<file path="config.mk">
export PLATFORM = sky130hd
export DESIGN_NAME = bbar_lane
export DESIGN_NICKNAME = d
export VERILOG_FILES = /design/src/bbar_pkg.sv /design/src/bbar_lane.sv
export SDC_FILE = /design/constraint.sdc
export NUM_CORES = 1
export LEC_CHECK = 0
export BUFFER_PORTS_ARGS = -buffer_cell sky130_fd_sc_hd__buf_4
export CORE_MARGIN = 2
export CORE_UTILIZATION = 65
export DETAILED_ROUTE_END_ITERATION = 6
export PLACE_DENSITY = 0.84
export SETUP_SLACK_MARGIN = 0.3
export SYNTH_ARGS = -nofsm -noshare
export SYNTH_HDL_FRONTEND = slang
export SYNTH_SLANG_ARGS = --single-unit
</file>
<file path="constraint.sdc">
create_clock -name vclk -period 24.9
set_input_delay 1.245 -clock vclk [all_inputs]
set_output_delay 1.245 -clock vclk [all_outputs]
set_load 0.005 [all_outputs]
</file>
<file path="src/bbar_pkg.sv">
package bbar_pkg;

  // Fixed field widths of the payload and the configuration registers.
  localparam int unsigned CNT_W          = 32;
  localparam int unsigned OFFS_W         = 31;
  localparam int unsigned ADDR_W         = 32;
  localparam int unsigned WIDTH_BITS     = 5;
  localparam int unsigned WIDTH_REG_BITS = 20;
  localparam int unsigned SCALE_REG_BITS = 64;
  localparam int unsigned BLOCK_W        = 16;
  localparam int unsigned CFG_IDX_W      = 3;
  localparam int unsigned CFG_DATA_W     = 64;

  // Configuration register indexes.
  typedef enum logic [CFG_IDX_W-1:0] {
    CFG_SRC_WIDTHS = 3'd0,
    CFG_DST_WIDTHS = 3'd1,
    CFG_SRC_SCALES = 3'd2,
    CFG_DST_SCALES = 3'd3,
    CFG_BLOCK_SIZE = 3'd4,
    CFG_BUF_SIZE   = 3'd5
  } cfg_idx_e;

  typedef struct packed {
    logic [WIDTH_REG_BITS-1:0] src_widths;
    logic [WIDTH_REG_BITS-1:0] dst_widths;
    logic [SCALE_REG_BITS-1:0] src_scales;
    logic [SCALE_REG_BITS-1:0] dst_scales;
    logic [BLOCK_W-1:0]        block_size;
    logic [ADDR_W-1:0]         buffer_size;
  } cfg_t;

  typedef struct packed {
    logic [CNT_W-1:0]  move_counter;
    logic [OFFS_W-1:0] base_offset;
  } in_t;

  typedef struct packed {
    logic [ADDR_W-1:0] source_address;
    logic [ADDR_W-1:0] dest_address;
    logic              bounds_fault;
  } out_t;

endpackage

</file>
<file path="src/bbar_lane.sv">
module bbar_lane
  import bbar_pkg::*;
#(
  parameter int unsigned SHIFT_W    = 8,
  parameter int unsigned SCALE_BITS = 16
) (
  input  logic [CNT_W-1:0]      cnt_i,
  input  logic [SHIFT_W-1:0]    shift_i,
  input  logic [WIDTH_BITS-1:0] width_i,
  input  logic [SCALE_BITS-1:0] scale_i,
  output logic [ADDR_W-1:0]     prod_o
);

  localparam int unsigned PROD_W = CNT_W + SCALE_BITS;

  logic [CNT_W-1:0]  mask;
  logic [CNT_W-1:0]  shifted;
  logic [CNT_W-1:0]  field;
  logic [PROD_W-1:0] full;

  // A zero width gives an empty mask, so the channel adds nothing.
  assign mask = CNT_W'((33'd1 << width_i) - 33'd1);

  // A field that starts at or above bit 32 reads as zero.
  assign shifted = (|shift_i[SHIFT_W-1:5]) ? '0 : (cnt_i >> shift_i[4:0]);
  assign field   = shifted & mask;

  // Only the low address bits of the product are kept.
  assign full   = PROD_W'(field) * PROD_W'(scale_i);
  assign prod_o = full[ADDR_W-1:0];

endmodule

</file>
==> results of run 1 <==
cell families (layout without fill, tap and decap cells):
family | count (synthesis) | in the layout
fa+ha+maj | 370 | 370
compound gates | 165 | 165
buf+inv | 433 | 452
simple gates | 561 | 561
mux | 55 | 55
xor+xnor | 46 | 46
cells in the final DEF (no fill, tap or decap), types with 14 or more instances in the layout:
| cell type | count |
|---|---|
| ha_1 | 66 |
| inv_1 | 339 |
| buf_4 | 112 |
| nand2_1 | 284 |
| and2_1 | 159 |
| o21ai_0 | 27 |
| a21o_1 | 16 |
| xnor2_1 | 33 |
| and3_1 | 17 |
| nor3_1 | 19 |
| a211oi_1 | 14 |
| fa_1 | 304 |
| a21oi_1 | 45 |
| mux4_2 | 24 |
| nor2_1 | 39 |
| mux2i_1 | 21 |
cell type report:
class	instances	area, um^2	area share
multi-input cells	1197	12200	0.832
repair buffers	112	841	0.0573
well taps	275	344	0.0235
inverters	340	1280	0.0870
cells in the mapped netlist, types with 6 or more instances:
library cell	count	area share
nand2_1	284	0.077
fa_1	304	0.44
nand2b_1	6	0.0027
xnor2_1	33	0.021
mux4_2	24	0.039
and2_1	159	0.072
a31oi_1	11	0.0050
buf_1	8	0.0022
nand3_1	9	0.0033
o21ai_0	27	0.0098
xnor3_1	8	0.013
nor2_1	39	0.011
and3_1	17	0.0077
nor3_1	21	0.0076
a21o_1	16	0.0087
ha_1	66	0.060
o21a_1	7	0.0038
inv_1	339	0.092
a21oi_1	45	0.016
mux2i_1	21	0.015
a211oi_1	15	0.0081
clkbuf_1	75	0.020
metal layers:
layer / vias up / wire length, um
met5: - / 0
met4: 0 / 1440
met3: 116 / 3010
met2: 574 / 18400
met1: 5746 / 13700
li1: 5032 / -
how the worst max path moves through the flow:
stage | from | to | slack, ns | cells after the start
after global routing | width_i[2] | prod_o[30] | 12.77 | 32
final | width_i[2] | prod_o[30] | 13.28 | 32
after detailed placement | width_i[2] | prod_o[30] | 13.47 | 32
after floorplan | shift_i[1] | prod_o[29] | 14.97 | 31
after CTS | width_i[2] | prod_o[30] | 13.46 | 32
after global placement | width_i[2] | prod_o[29] | 13.67 | 31
critical path, delay by kind of cell:
kind            cells  cell delay, ns
fa+ha+maj           8            3.74
simple gates       13            3.43
compound gates      6            1.45
buf+inv             5            0.48
metrics by stage:
stage,utilization,setup WS [ns],cell area [um^2],instances,power [mW]
after detailed placement,0.700,13.47,14700,1924,0.168
after global routing,0.700,12.77,14700,1924,0.188
after CTS,0.700,13.46,14700,1924,0.168
final,0.700,13.28,14700,1924,0.169
after global placement,0.700,13.67,14700,1924,0.162
after floorplan,-,14.97,13900,1630,0.111
power by group through the flow:
stage	clock, mW	sequential, mW	combinational (mW)
final	0	0	0.169
after global routing	0	0	0.188
after CTS	0	0	0.168
after detailed placement	0	0	0.168
after global placement	0	0	0.162
after floorplan	0	0	0.111
==> flow_summary.yaml, run 1 <==
worst_setup_path:
  cp.required_ns: 23.65
  cp-start-kind: "input pin"
  cp_max_fo: 26
  crit_arrival_ns: 10.37
  crit_top_cell: "fa_1"
  cp-end-kind: "output pin"
  cpPeakStageDelay_ns: 0.87
  crit_slowest_cell: "nor2_1"
  path_class: "input pin to output pin"
detailed_routing:
  drt_iter0_drc: 1095
  routed_wl_mm: 36.6
  antenna_left: 0
  wl_per_cell_um: 19.0
  via_per_inst: 5.96
  drcViolationCount: 0
  vias: 11500
  drt_first_pass_iters: 6
min_path:
  min_from: "scale_i[0]"
  whs_endpoint: "prod_o[0]"
  holdCritPathClass: "input pin to output pin"
  min_path_cells: 3
global_route:
  grt_pass1_vias: 12300
  grt_start_max_net_pins: 44
  antenna_found_initial: 0
  grt_pass1_wl_mm: 60.3
  use_met3: 0.0381
  grtUsageMet1: 0.441
  grt_use_met2: 0.603
  grt_remaining_overflow: 0
  grtUsageTotal: 0.341
  grt.busiest_layer: "met2"
timing:
  fmaxAchievable_mhz: 86.1
  finalSetupViolCount: 0
  setup_tns_ns: 0
  slew_headroom: 0.238
  worstMarginPinSlew_ns: 1.14
  fin_hold_ws_ns: 3.07
  period_needed_ns: 11.62
  hold_viol: 0
  rsz0062_at_grt: "false"
  post-route-period-util: 0.467
  drv_slew: 0
placement:
  hpwl_mm: 28.7
  gp_congestion: 0.944
  io_buffers: 93
synth:
  synth-simple-area-share: 0.196
  syn_area_mm2: 0.0139
  synth_fa_ha_area_frac: 0.499
  ys_types: 68
  synthCells: 1630
  yosysWarningCount: 0
  syn_nets: 2061
  syn_area_per_cell_um2: 8.50
  synth-compound-area-share: 0.0781
  synth-xor-area-share: 0.0370
  synthMuxAreaShare: 0.0680
  yosysSeqAreaShare: 0
  synth_top_family_by_area: "adder cells"
power:
  swShare: 0.577
  combinationalPowerShare: 1.000
  power.density_mw_per_mm2: 11.6
  p_sw_mw: 0.0978
  p_leak_nw: 6.99
  peakVddDrop_v: 0.0000151
  p_int_mw: 0.0716
  power_frac_clock: 0
  seqPwrFrac: 0
final_layout:
  seqCellArea_um2: 0
  fillers: 1694
  antenna_cells: 0
  layout.nets: 2082
  syn2layout_area_growth_pct: 5.85
  seq_cell_count: 0
  nClkBuffers: 0
  drive_above_1_share: 0.0970
flow_run:
  cap_viol_max_count: 0
clocking:
  ctsResizeCount: 0
  post-cts-setup-buffers: 0
  cts_hold_buf: 0
floorplan:
  die_y_um: 150
  die_x_um: 150
  die_area_mm2: 0.0225
  core_mm2: 0.0210
  ios: 93
  start_util: 0.661
  rows: 53
run_status:
  status: "finished clean"
(Power assumes the default switching activity.)
==> inputs of run 2 (changes only) <==
--- a/config.mk
+++ b/config.mk
@@ -7,9 +7,9 @@
 export LEC_CHECK = 0
 export BUFFER_PORTS_ARGS = -buffer_cell sky130_fd_sc_hd__buf_4
 export CORE_MARGIN = 2
-export CORE_UTILIZATION = 65
+export CORE_UTILIZATION = 59
 export DETAILED_ROUTE_END_ITERATION = 6
-export PLACE_DENSITY = 0.84
+export PLACE_DENSITY = 0.8
 export SETUP_SLACK_MARGIN = 0.3
 export SYNTH_ARGS = -nofsm -noshare
 export SYNTH_HDL_FRONTEND = slang
==> constraint.sdc (replaced) <==
create_clock -name vclk -period 10.2
set_input_delay 0.51 -clock vclk [all_inputs]
set_output_delay 0.51 -clock vclk [all_outputs]
set_load 0.005 [all_outputs]
==> run 2 against run 1 <==
  * Routed wire length down 2.1%
  * Critical path type unchanged
  * Non-clock buffer count up 5
  * Highest routed layer unchanged
  * Clock-buffer cell count unchanged
  * Sequential share of layout area unchanged
  * Cell area up 0.65%
  * Via count down 0.24%
  * Total power up 140%
  * Largest cell class unchanged
  * Critical endpoint unchanged
  * Global-route usage down 2.9 points
  * Final cell count up 2.5%
  * Combinational power up 140%
  * Setup slack worse by 13 ns
  * Critical path depth down 3
==> flow_summary.yaml, run 2 (same netlist as run 1, synthesis figures left out) <==
timing:
  fin_hold_ws_ns: 1.60
  period_needed_ns: 9.46
  hold_viol: 0
  slew_headroom: 0.344
  drv_slew: 0
  fmaxAchievable_mhz: 106
  worstMarginPinSlew_ns: 0.976
  setup_tns_ns: 0
  rsz0062_at_grt: "false"
  setup_slack_ns: 0.743
  post-route-period-util: 0.927
  finalSetupViolCount: 0
global_route:
  grt_start_max_net_pins: 44
  grtUsageTotal: 0.312
  grt_pass1_wl_mm: 60.8
  antenna_found_initial: 0
  grt_pass1_vias: 12200
  grt_remaining_overflow: 0
worst_setup_path:
  critical_path.startpoint: "width_i[2]"
  cp.required_ns: 9.69
  cpPeakStageDelay_ns: 0.53
  path_class: "input pin to output pin"
  cp_max_fo: 26
  cp-start-kind: "input pin"
  cp-end-kind: "output pin"
  crit_slowest_cell: "fa_1"
  crit_arrival_ns: 8.95
  endpoint: "prod_o[30]"
  crit_top_cell: "fa_1"
power:
  p_sw_mw: 0.235
  p_int_mw: 0.175
  power.density_mw_per_mm2: 27.8
  p_leak_nw: 7.02
  combinationalPowerShare: 1.000
  power_frac_clock: 0
  power.total_mw: 0.411
  peakVddDrop_v: 0.0000386
  swShare: 0.573
  seqPwrFrac: 0
detailed_routing:
  routed_wl_mm: 35.8
  drt_iter0_drc: 1211
  drcViolationCount: 0
  via_per_inst: 5.80
  vias: 11400
  drt_first_pass_iters: 5
  wl_per_cell_um: 18.1
  antenna_left: 0
final_layout:
  nClkBuffers: 0
  design_area_mm2: 0.0148
  utilization: 0.634
  antenna_cells: 0
  syn2layout_area_growth_pct: 6.54
  fillers: 2038
  seqCellArea_um2: 0
  drive_above_1_share: 0.100
  seq_cell_count: 0
  fin_cells: 1973
  final_common_cell: "inv_1"
  layout.nets: 2087
  most-common-layout-cells: "inv_1, fa_1, nand2_1"
clocking:
  ctsResizeCount: 0
  post-cts-setup-buffers: 0
  cts_hold_buf: 0
floorplan:
  die_x_um: 157
  ios: 93
  die_area_mm2: 0.0247
  start_util: 0.596
  core_mm2: 0.0233
  rows: 56
  die_y_um: 157
run_status:
  status: "finished clean"
placement:
  gp_congestion: 0.933
  place_ws_ns: 0.470
  hpwl_mm: 28.6
  io_buffers: 93
  place_inst: 1973
  dpl_cell_area_mm2: 0.0147
flow_run:
  cap_viol_max_count: 0
min_path:
  holdCritPathClass: "input pin to output pin"
-- run 2: layer usage --
layer	global-route usage	vias to the layer above	share of wire
met1	0.421	5772	0.39
met3	0.0240	97	0.070
met5	0	-	0
li1	-	5045	-
met2	0.543	526	0.50
met4	0.0935	0	0.037
-- run 2: worst min-delay path by stage --
stage / start / endpoint / slack [ns] / depth (start not counted)
finish: scale_i[0] / prod_o[0] / 1.60 / 3
global route: scale_i[0] / prod_o[0] / 1.61 / 3
CTS: scale_i[0] / prod_o[0] / 1.59 / 3
detailed placement: scale_i[0] / prod_o[0] / 1.59 / 3
global placement: scale_i[0] / prod_o[0] / 1.59 / 3
floorplan: scale_i[0] / prod_o[0] / 1.31 / 2
-- run 2: final cells by class --
type                       count  area, um^2  share of cell area
tap                          319         399              0.0270
inverter                     340        1280              0.0865
timing repair buffer         117         878              0.0595
multi-input combinational   1197       12200               0.827
-- run 2: power groups by stage --
| stage | combinational (mW) | sequential [mW] | clock (mW) |
|---|---|---|---|
| global placement | 0.392 | 0 | 0 |
| floorplan | 0.271 | 0 | 0 |
| global route | 0.459 | 0 | 0 |
| CTS | 0.409 | 0 | 0 |
| detailed placement | 0.407 | 0 | 0 |
| finish | 0.411 | 0 | 0 |
-- run 2: critical path: cells and delay by family --
kind	cells	cell delay, ns
buffers and inverters	5	0.49
adders and majority gates	8	3.74
and+or+nand+nor	10	2.54
AOI/OAI and AO/OA	6	1.64
