===== src/bbar_pkg.sv =====
package bbar_pkg;

  // Fixed field widths of the payload and the configuration registers.
  localparam int unsigned CNT_W          = 32;
  localparam int unsigned OFFS_W         = 31;
  localparam int unsigned ADDR_W         = 32;
  localparam int unsigned WIDTH_BITS     = 5;
  localparam int unsigned WIDTH_REG_BITS = 20;
  localparam int unsigned SCALE_REG_BITS = 64;
  localparam int unsigned BLOCK_W        = 16;
  localparam int unsigned CFG_IDX_W      = 3;
  localparam int unsigned CFG_DATA_W     = 64;

  // Configuration register indexes.
  typedef enum logic [CFG_IDX_W-1:0] {
    CFG_SRC_WIDTHS = 3'd0,
    CFG_DST_WIDTHS = 3'd1,
    CFG_SRC_SCALES = 3'd2,
    CFG_DST_SCALES = 3'd3,
    CFG_BLOCK_SIZE = 3'd4,
    CFG_BUF_SIZE   = 3'd5
  } cfg_idx_e;

  typedef struct packed {
    logic [WIDTH_REG_BITS-1:0] src_widths;
    logic [WIDTH_REG_BITS-1:0] dst_widths;
    logic [SCALE_REG_BITS-1:0] src_scales;
    logic [SCALE_REG_BITS-1:0] dst_scales;
    logic [BLOCK_W-1:0]        block_size;
    logic [ADDR_W-1:0]         buffer_size;
  } cfg_t;

  typedef struct packed {
    logic [CNT_W-1:0]  move_counter;
    logic [OFFS_W-1:0] base_offset;
  } in_t;

  typedef struct packed {
    logic [ADDR_W-1:0] source_address;
    logic [ADDR_W-1:0] dest_address;
    logic              bounds_fault;
  } out_t;

endpackage


===== src/bbar_cfg.sv =====
module bbar_cfg
  import bbar_pkg::*;
(
  input  logic                  clk_i,
  input  logic                  rst_ni,
  input  logic                  cfg_valid_i,
  output logic                  cfg_ready_o,
  input  logic [CFG_IDX_W-1:0]  cfg_index_i,
  input  logic [CFG_DATA_W-1:0] cfg_data_i,
  output cfg_t                  cfg_o
);

  cfg_t cfg_q, cfg_d;

  // Writes are always taken; unknown indexes leave the registers alone.
  assign cfg_ready_o = 1'b1;

  always_comb begin
    cfg_d = cfg_q;
    if (cfg_valid_i) begin
      unique case (cfg_idx_e'(cfg_index_i))
        CFG_SRC_WIDTHS: cfg_d.src_widths  = cfg_data_i[WIDTH_REG_BITS-1:0];
        CFG_DST_WIDTHS: cfg_d.dst_widths  = cfg_data_i[WIDTH_REG_BITS-1:0];
        CFG_SRC_SCALES: cfg_d.src_scales  = cfg_data_i[SCALE_REG_BITS-1:0];
        CFG_DST_SCALES: cfg_d.dst_scales  = cfg_data_i[SCALE_REG_BITS-1:0];
        CFG_BLOCK_SIZE: cfg_d.block_size  = cfg_data_i[BLOCK_W-1:0];
        CFG_BUF_SIZE:   cfg_d.buffer_size = cfg_data_i[ADDR_W-1:0];
        default: ;
      endcase
    end
  end

  always_ff @(posedge clk_i or negedge rst_ni) begin
    if (!rst_ni) begin
      cfg_q <= '0;
    end else begin
      cfg_q <= cfg_d;
    end
  end

  assign cfg_o = cfg_q;

endmodule


===== config.mk =====
export PLATFORM = sky130hd
export DESIGN_NAME = bbar_cfg
export DESIGN_NICKNAME = d
export VERILOG_FILES = /design/src/bbar_pkg.sv /design/src/bbar_cfg.sv
export SDC_FILE = /design/constraint.sdc
export NUM_CORES = 1
export LEC_CHECK = 0
export BUFFER_PORTS_ARGS = -buffer_cell sky130_fd_sc_hd__buf_2
export CAP_MARGIN = 40
export CORE_ASPECT_RATIO = 0.7
export CORE_MARGIN = 5
export CORE_UTILIZATION = 45
export CTS_CLUSTER_DIAMETER = 150
export DETAILED_ROUTE_END_ITERATION = 8
export GPL_ROUTABILITY_DRIVEN = 0
export GPL_TIMING_DRIVEN = 0
export MAX_ROUTING_LAYER = met4
export PLACE_DENSITY = 0.76
export SKIP_LAST_GASP = 1
export SLEW_MARGIN = 20
export SYNTH_ARGS = -nofsm -noshare
export SYNTH_HDL_FRONTEND = slang
export SYNTH_SLANG_ARGS = --single-unit

===== constraint.sdc =====
create_clock -name clk_i -period 0.8 [get_ports clk_i]
set_input_delay 0.04 -clock clk_i [delete_from_list [all_inputs] [get_ports clk_i]]
set_output_delay 0.04 -clock clk_i [all_outputs]
set_load 0.05 [all_outputs]

==> metrics.txt, run 1 <==
fmax=0.882 GHz; Worst Path Buf+Inv=1; IO Pins=287; core area=17800 um^2; critical path cell sequence=buf_8; top cell type's share of synthesized area=0.670; max reg flops=216; violated checks=negative hold slack, negative setup slack; Netlist cell types=9; final cell count without fillers=1176; register area share after synthesis=0.670; crit end category=output port; total grt overflow=0; synthesized area=8070 um^2; placed instance area=10400 um^2; outcome=finished, violations left; Min Hold Slack=-606 ps; initial antenna violation count=0; area delta synth->final=81.8%; WP data required=760 ps; CP Class=register to output port; # nets final=996; Seq cells post-synth=216; clk_skew=0 ps; gr usage total=0.247; Row Count=41; most frequent cells after synthesis=216 x dfrtp_1, 216 x mux2_2, 15 x buf_2; vias per cell=~5.1; CP max-delay cell=dfrtp_2; drt drc=0; R2R cell count=2; Post-Route Setup TNS=-73980 ps; Seq. cell area=5600 um^2; Main synth FF type=dfrtp_1; Leakage=slightly below 7 nW; ys async rst share=1.00; Mean Syn Cell Area=17.4 um^2; design area=14700 um^2; Die ar.=20800 um^2; Post-synth EDFFs=0; vias in the first global route=6628; power per cell area=3240 nW/um^2; dpl cells=986; Die W=~170 um; area leader, netlist=dfrtp_1; height of the chip=122 um; Pins Over Slew Limit=0; WL final=a little under 30000 um; average routed wire per standard cell=25.2 um; Setup violations, final=~340; R2R Path Start=cfg_o[128]$_DFFE_PN0P_; Fill cells=~790; worst min path class=primary input to async pin; CP max stage delay=450 ps; final-report hold violation count=123; Synth area leaders=dfrtp_1 67%, mux2_2 30%, buf_2 0.93%; H-tree levels=1; Ant. Diodes=0; DR pass1 iterations=4; share of cells above drive strength 1=0.853; CTS Hold Bufs=64; family with the most delay on the worst path=flip-flops; IO buf count=285; min cycle time layout=between 1000 and 1500 ps; largest net degree at the start of global routing=94; critical path data arrival time=1090 ps; Syn. warnings=0; Starting Density=0.453; peak supply drop=between 2 and 2.5 mV; RSZ-0062 raised after global routing=true; area of the multi-input gates=3120 um^2; Num CTS Buffers=21; initial DRC count=367; reg-to-reg slack, setup=-160 ps; period utilisation layout=1.42; root buf cell=clkbuf_16; CTS tree=yes; Routed Antenna Nets=0; Worst Setup Start Kind=register; Worst-path clk slew=70 ps; CTS max path bufs=3; PnR worst setup slack=-334 ps; via count=roughly 6000; syn nets=533; Syn Inst Count=463; first-pass GRT wire length=38900 um; reg-to-reg endpoint=cfg_o[128]$_DFFE_PN0P_; Worst-Skew Late Latency=490 ps; critical path peak fanout=2; detailed placer's ending HPWL=15000 um; CTS Sinks=216; Max-Cap Viols=0
-- placed cells by master, fill, tap and decap left out --
cell type	instances
clkinv_2	3
buf_8	28
buf_6	274
mux2_4	159
conb_1	1
buf_2	66
and4bb_4	1
clkbuf_8	5
nand4b_1	2
clkbuf_16	29
buf_12	8
buf_16	2
mux2_2	57
nor4b_4	1
dlygate4sd3_1	64
clkbuf_1	7
dfrtp_2	152
and4bb_2	2
bufinv_16	1
dfrtp_1	64
buf_4	14
-- area by class of cell --
cell class,instances,area share
clock inverters,4,0.00307
multi-input cells,223,0.212
plain buffers,24,0.0237
well taps,236,0.0201
flip-flops and latches,216,0.381
clock buffers,33,0.0423
repair buffers,440,0.317
-- how the worst max path moves through the flow --
stage / startpoint / end / slack (ps) / cells past startpoint
after global routing: cfg_o[54]$_DFFE_PN0P_ / cfg_o[54] / -360 / 1
final: cfg_o[54]$_DFFE_PN0P_ / cfg_o[54] / -330 / 1
after CTS: cfg_o[49]$_DFFE_PN0P_ / cfg_o[49] / -340 / 1
after floorplan: cfg_index_i[2] / cfg_o[115]$_DFFE_PN0P_ / -250 / 4
after detailed placement: cfg_index_i[1] / cfg_o[25]$_DFFE_PN0P_ / -550 / 4
after global placement: rst_ni / cfg_o[110]$_DFFE_PN0P_ / -3920 / 1
-- report_power, final --
group	internal, mW	switching [mW]	leakage, nW	total [mW]
Clock	5.65	4.24	0.329	9.88
Combinational	9.52	12.1	4.19	21.6
Sequential	13.7	2.37	2.43	16.0
Total	28.8	18.7	6.94	47.5
-- worst reg2reg max path, cell delays in order, from the launching register on --
cell	delay, ps
dfrtp_1	430
buf_6	140
mux2_4	270
-- stage by stage --
stage / setup WS, ps / hold WS, ps / total power [mW] / utilization
after floorplan: -246 / -256 / 26.3 / -
after global placement: -3920 / 284 / 29.9 / 0.580
after detailed placement: -552 / -90.1 / 30.4 / 0.584
after CTS: -336 / -604 / 44.8 / 0.760
after global routing: -362 / -601 / 48.9 / 0.824
final: -334 / -606 / 47.5 / 0.824
-- routing by layer --
metal	vias up	part of all wire	GRT usage
li1	2562	-	-
met1	3170	0.38	0.293
met2	218	0.54	0.433
met3	59	0.049	0.0474
met4	0	0.029	0.0738
met5	-	0	-
-- logic make-up after synthesis --
family / Yosys count / share of synthesized area
DFF: 216 / 0.670
and+or+nand+nor: 6 / 0.00791
buffers and inverters: 24 / 0.0205
muxes: 216 / 0.301
other: 1 / 0.000465
-- what timing repair did --
action | in CTS | in global routing
pin swaps | 0 | 1
resized for setup | 470 | 181
setup endpoints to repair | 309 | 400
endpoints found under the hold margin | 339 | 123
cloned | 0 | 8
buffers inserted | 43 | 50
Note: power is estimated with default switching activity, not from simulation.
==> run 2, diff against run 1 <==
- CORE_UTILIZATION: 45 -> 50
- PLACE_DENSITY: 0.76 -> 0.8
- clock period: 0.8 -> 1.2 ns (I/O delays scaled with it)
==> metrics.txt, run 2 (synthesized netlist as in run 1, its figures left out) <==
critical path peak fanout=2 (unchanged); min cycle time layout=1210 ps; H-tree levels=1 (unchanged); violated checks=negative hold slack, negative setup slack; average routed wire per standard cell=20.9 um (-17%); DR pass1 iterations=6 (+2); core area=15600 um^2 (-12%); clock share of power=0.237 (+0.029); power per cell area=2330 nW/um^2 (-28%); Combinational Power Share=0.396 (-0.058); share of cells above drive strength 1=0.658 (-0.195); first-pass GRT wire length=33500 um (-14%); CTS max path bufs=3 (unchanged); height of the chip=116 um (-4.7%); Routed Antenna Nets=0 (unchanged); post-layout power=26.6 mW (-44%); sequential power share=0.367 (+0.029); initial antenna violation count=0 (unchanged); Worst-path clk slew=60 ps (about the same); IO buf count=285 (unchanged); fmax=0.830 GHz; Seq. cell area=5410 um^2 (-3.4%); PnR worst setup slack=-5.02 ps (+329 ps); Starting Density=0.516 (+0.0626); CTS tree=yes; outcome=finished, violations left; WL final=22000 um (-26%); Finished Core Util=0.730 (-0.0941); Num CTS Buffers=21 (unchanged); Fill cells=936 (+19%); RSZ-0062 raised after global routing=true; period utilisation layout=1.00; area of the multi-input gates=2500 um^2 (-20%); worst min path class=primary input to async pin; CTS Hold Bufs=64 (unchanged); via count=5393 (-10%); gr usage total=0.232 (-0.0151); max reg flops=216 (unchanged); reg-to-reg slack, setup=390 ps (+550 ps); detailed placer's ending HPWL=15100 um (+0.23%); Row Count=38 (-7.3%); Pins Over Slew Limit=0 (unchanged); critical path data arrival time=1150 ps (+60 ps); IO Pins=287 (unchanged); clk_skew=0 ps (unchanged); sw frac=0.414 (+0.0213); Post-CTS Setup Bufs=0 (-100%); family with the most delay on the worst path=flip-flops; critical path cell sequence=buf_2; Setup violations, final=1 (-99.7%); crit end category=output port; Worst-Skew Late Latency=490 ps (about the same); Worst Setup Start Kind=register; CP Class=register to output port; Die ar.=18800 um^2 (-9.3%); initial DRC count=222 (-40%); peak supply drop=1.87 mV (-10%); area delta synth->final=41.5%; WP data required=1140 ps (+380 ps); largest net degree at the start of global routing=89 (-5.3%); total grt overflow=0 (unchanged); P_sw=11.0 mW (-41%); final-report hold violation count=128 (+4.1%); Int Power=15.6 mW (-46%); root buf cell=clkbuf_16; CTS Sinks=216 (unchanged); CP max-delay cell=dfrtp_1; Min Hold Slack=-554 ps (+52.4 ps); CP max stage delay=380 ps (-70 ps); vias per cell=5.13 (+0.33%); Die W=162 um (-4.8%); # nets final=907 (-8.9%); Max-Cap Viols=0 (unchanged); Leakage=5.46 nW (-21%); most frequent cells in the layout=216 x mux2_2, 216 x dfrtp_1, 178 x buf_2; drt drc=0 (unchanged); vias in the first global route=6079 (-8.3%); Worst Path Buf+Inv=1 (unchanged)
## run 2: cell types whose count changed in the layout (fill, tap and decap cells not counted), moves of 8 or more
cell / before / now
buf_12: 8 / 0
buf_2: 66 / 178
buf_4: 14 / 25
buf_6: 274 / 6
buf_8: 28 / 1
clkbuf_16: 29 / 21
clkbuf_4: 0 / 99
dfrtp_1: 64 / 216
dfrtp_2: 152 / 0
mux2_2: 57 / 216
mux2_4: 159 / 0
## run 2: path summary, 6_finish.rpt
| path | from | endpoint | cells past startpoint |
|---|---|---|---|
| max in group asynchronous | rst_ni | cfg_o[18]$_DFFE_PN0P_ | 3 |
| hold / removal | rst_ni | cfg_o[54]$_DFFE_PN0P_ | 1 |
| setup reg to reg | cfg_o[110]$_DFFE_PN0P_ | cfg_o[110]$_DFFE_PN0P_ | 1 |
| min in group clk_i | cfg_index_i[2] | cfg_o[31]$_DFFE_PN0P_ | 3 |
| setup / recovery | cfg_o[161]$_DFFE_PN0P_ | cfg_o[161] | 1 |
| hold reg to reg | cfg_o[13]$_DFFE_PN0P_ | cfg_o[13]$_DFFE_PN0P_ | 1 |
## run 2: routing by layer
metal	part of all wire	global-route usage
met1	0.41	0.279
met2	0.48	0.387
met3	0.083	0.0727
met4	0.029	0.0614
met5	0	-
## run 2: timing repair
item | 4_1_cts | 5_1_grt
resized for setup | 21 | 101
endpoints found under the setup margin | 21 | 100
endpoints found under the hold margin | 344 | 128
gates cloned | 0 | 0
## run 2: metrics by stage
stage	std cells	worst slack (ps)	cell area, um^2	setup TNS [ps]	hold slack [ps]
finish	1052	-5.02	11400	-5.02	-554
global route	1051	-32.0	11400	-193	-542
CTS	1051	0.141	11200	0	-558
detailed placement	950	-268	9810	-32920	-41.1
global placement	948	-3130	9750	-699750	303
floorplan	463	91.2	8070	0	-236
## run 2: area by class of cell
cell class | instances | share of cell area
sequential | 216 | 0.473
antenna | 1 | 0.000219
multi-input combinational | 223 | 0.219
clock buffer | 32 | 0.0531
buffer | 24 | 0.0145
tap | 200 | 0.0219
timing repair buffer | 351 | 0.213
clock inverter | 5 | 0.00471
## run 2: power groups by stage
stage	logic, mW	registers (mW)	clock network, mW
global route	10.9	9.96	6.77
detailed placement	9.95	9.81	0
floorplan	1.52	15.5	0
CTS	10.2	9.72	6.47
global placement	9.78	9.69	0
finish	10.5	9.77	6.32
==> run 3, diff against run 2 <==
- CORE_UTILIZATION: 50 -> 53
- PLACE_DENSITY: 0.8 -> 0.84
- clock period: 1.2 -> 1.55 ns (I/O delays scaled with it)
==> metrics.txt, run 3 (synthesized netlist as in run 1, its figures left out) <==
outcome=complete, no violations; height of the chip=113 um (-2.6%); vias in the first global route=6139 (+0.99%); total grt overflow=0 (unchanged); Fill cells=918 (-1.9%); CTS max path bufs=3 (unchanged); CTS Sinks=216 (unchanged); CP max-delay cell=dfrtp_1; final-report hold violation count=0 (-100%); critical path cell sequence=buf_2; CTS tree=yes; peak supply drop=1.31 mV (-30%); root buf cell=clkbuf_16; initial antenna violation count=1 (+1); DR pass1 iterations=4 (-2); largest net degree at the start of global routing=110 (+24%); Row Count=37 (-2.6%); fmax=0.805 GHz; clk_skew=0 ps (unchanged); Max-Cap Viols=0 (unchanged); most frequent cells in the layout=299 x buf_2, 216 x mux2_2, 216 x dfrtp_1; power per cell area=1820 nW/um^2 (-22%); CP max stage delay=390 ps (about the same); family with the most delay on the worst path=flip-flops; critical path peak fanout=2 (unchanged); relative slew slack=0.468; IO buf count=285 (unchanged); critical path data arrival time=1160 ps (about the same); first-pass GRT wire length=34600 um (+3.5%); Min Hold Slack=167 ps (+721 ps); worst min path class=primary input to register; CP Class=register to output port; Num CTS Buffers=21 (unchanged); Leakage=5.38 nW (-1.4%); area delta synth->final=37.3%; RSZ-0062 raised after global routing=false; Finished Core Util=0.748 (+0.0179); # nets final=907 (unchanged); Starting Density=0.545 (+0.0288); Setup violations, final=0 (-1); WL final=22300 um (+1.6%); max reg flops=216 (unchanged); Worst Setup Start Kind=register; crit end category=output port; Die W=157 um (-2.7%); share of cells above drive strength 1=0.663 (+0.00469); commonest non-fill, non-tap cell in the layout=buf_2; IO Pins=287 (unchanged); via count=5421 (+0.52%); min cycle time layout=1240 ps; period utilisation layout=0.801; detailed placer's ending HPWL=15200 um (+0.62%); Routed Antenna Nets=0 (unchanged); Worst Path Buf+Inv=1 (unchanged); H-tree levels=1 (unchanged); drt drc=0 (unchanged); average routed wire per standard cell=21.4 um (+2.4%); Pins Over Slew Limit=0 (unchanged); Worst-Skew Late Latency=480 ps (about the same); Worst-Margin Slew=between 700 and 800 ps; WP data required=1470 ps (+330 ps); CTS resizes=0 (-100%); vias per cell=5.19 (+1.3%); gr usage total=0.255 (+0.0228); Worst-path clk slew=60 ps (about the same); initial DRC count=198 (-11%); Die ar.=17800 um^2 (-5.3%); core area=14800 um^2 (-5.3%)
==> run 3: changes by cell type in the layout (fill, tap and decap cells not counted) <==
cell	delta
buf_2	+121
clkbuf_4	-99
buf_4	-22
clkbuf_1	-6
clkbuf_8	+2
buf_16	-1
bufinv_16	-1
clkinv_2	+1
clkinv_4	+1
clkinvlp_4	+1
dlygate4sd3_1	+1
inv_6	-1
==> run 3: layout make-up <==
class,count,area (um^2),share of cell area
antenna,1,2.50,0.000226
tap,195,244,0.0220
clock buffer,28,612,0.0552
timing repair buffer,351,2110,0.191
multi-input combinational,223,2500,0.226
buffer,24,165,0.0149
sequential,216,5410,0.488
clock inverter,6,36.3,0.00327
==> run 3: worst paths after layout <==
check	from	endpoint	slack (ps)	cells after the start
max	cfg_o[138]$_DFFE_PN0P_	cfg_o[138]	310	1
min	cfg_index_i[2]	cfg_o[31]$_DFFE_PN0P_	170	3
max reg2reg	cfg_o[156]$_DFFE_PN0P_	cfg_o[156]$_DFFE_PN0P_	710	1
min reg2reg	cfg_o[196]$_DFFE_PN0P_	cfg_o[196]$_DFFE_PN0P_	500	1
max in group asynchronous	rst_ni	cfg_o[74]$_DFFE_PN0P_	360	3
min in group asynchronous	rst_ni	cfg_o[53]$_DFFE_PN0P_	230	2
==> run 3: repair_timing <==
item                       4_1_cts  5_1_grt
buffers inserted                 0        0
hold buffers                    65        0
setup endpoints to repair        0        0
hold endpoints to repair       323        0
==> run 3: stage by stage <==
| step | cell area (um^2) | TNS (ps) | setup WS (ps) | cells | power [mW] |
|---|---|---|---|---|---|
| finish | 11100 | 0 | 308 | 1044 | 20.2 |
| global route | 11100 | 0 | 141 | 1044 | 20.9 |
| CTS | 11100 | 0 | 297 | 1043 | 20.2 |
| detailed placement | 9780 | 0 | 52.5 | 944 | 15.3 |
| global placement | 9740 | -596590 | -2780 | 943 | 15.1 |
| floorplan | 8070 | 0 | 424 | 463 | 13.2 |
==> run 3: metal layers <==
layer | GRT usage | share of wire | up-vias
met5 | - | 0 | -
met4 | 0.0585 | 0.023 | 0
met3 | 0.0734 | 0.089 | 50
met2 | 0.428 | 0.50 | 227
met1 | 0.309 | 0.39 | 2752
li1 | - | - | 2392
==> run 3: power breakdown <==
group | switching [mW] | internal [mW] | total, mW
registers | 0.668 | 6.88 | 7.55
logic | 5.85 | 1.97 | 7.82
clock network | 2.04 | 2.76 | 4.79
total | 8.55 | 11.6 | 20.2
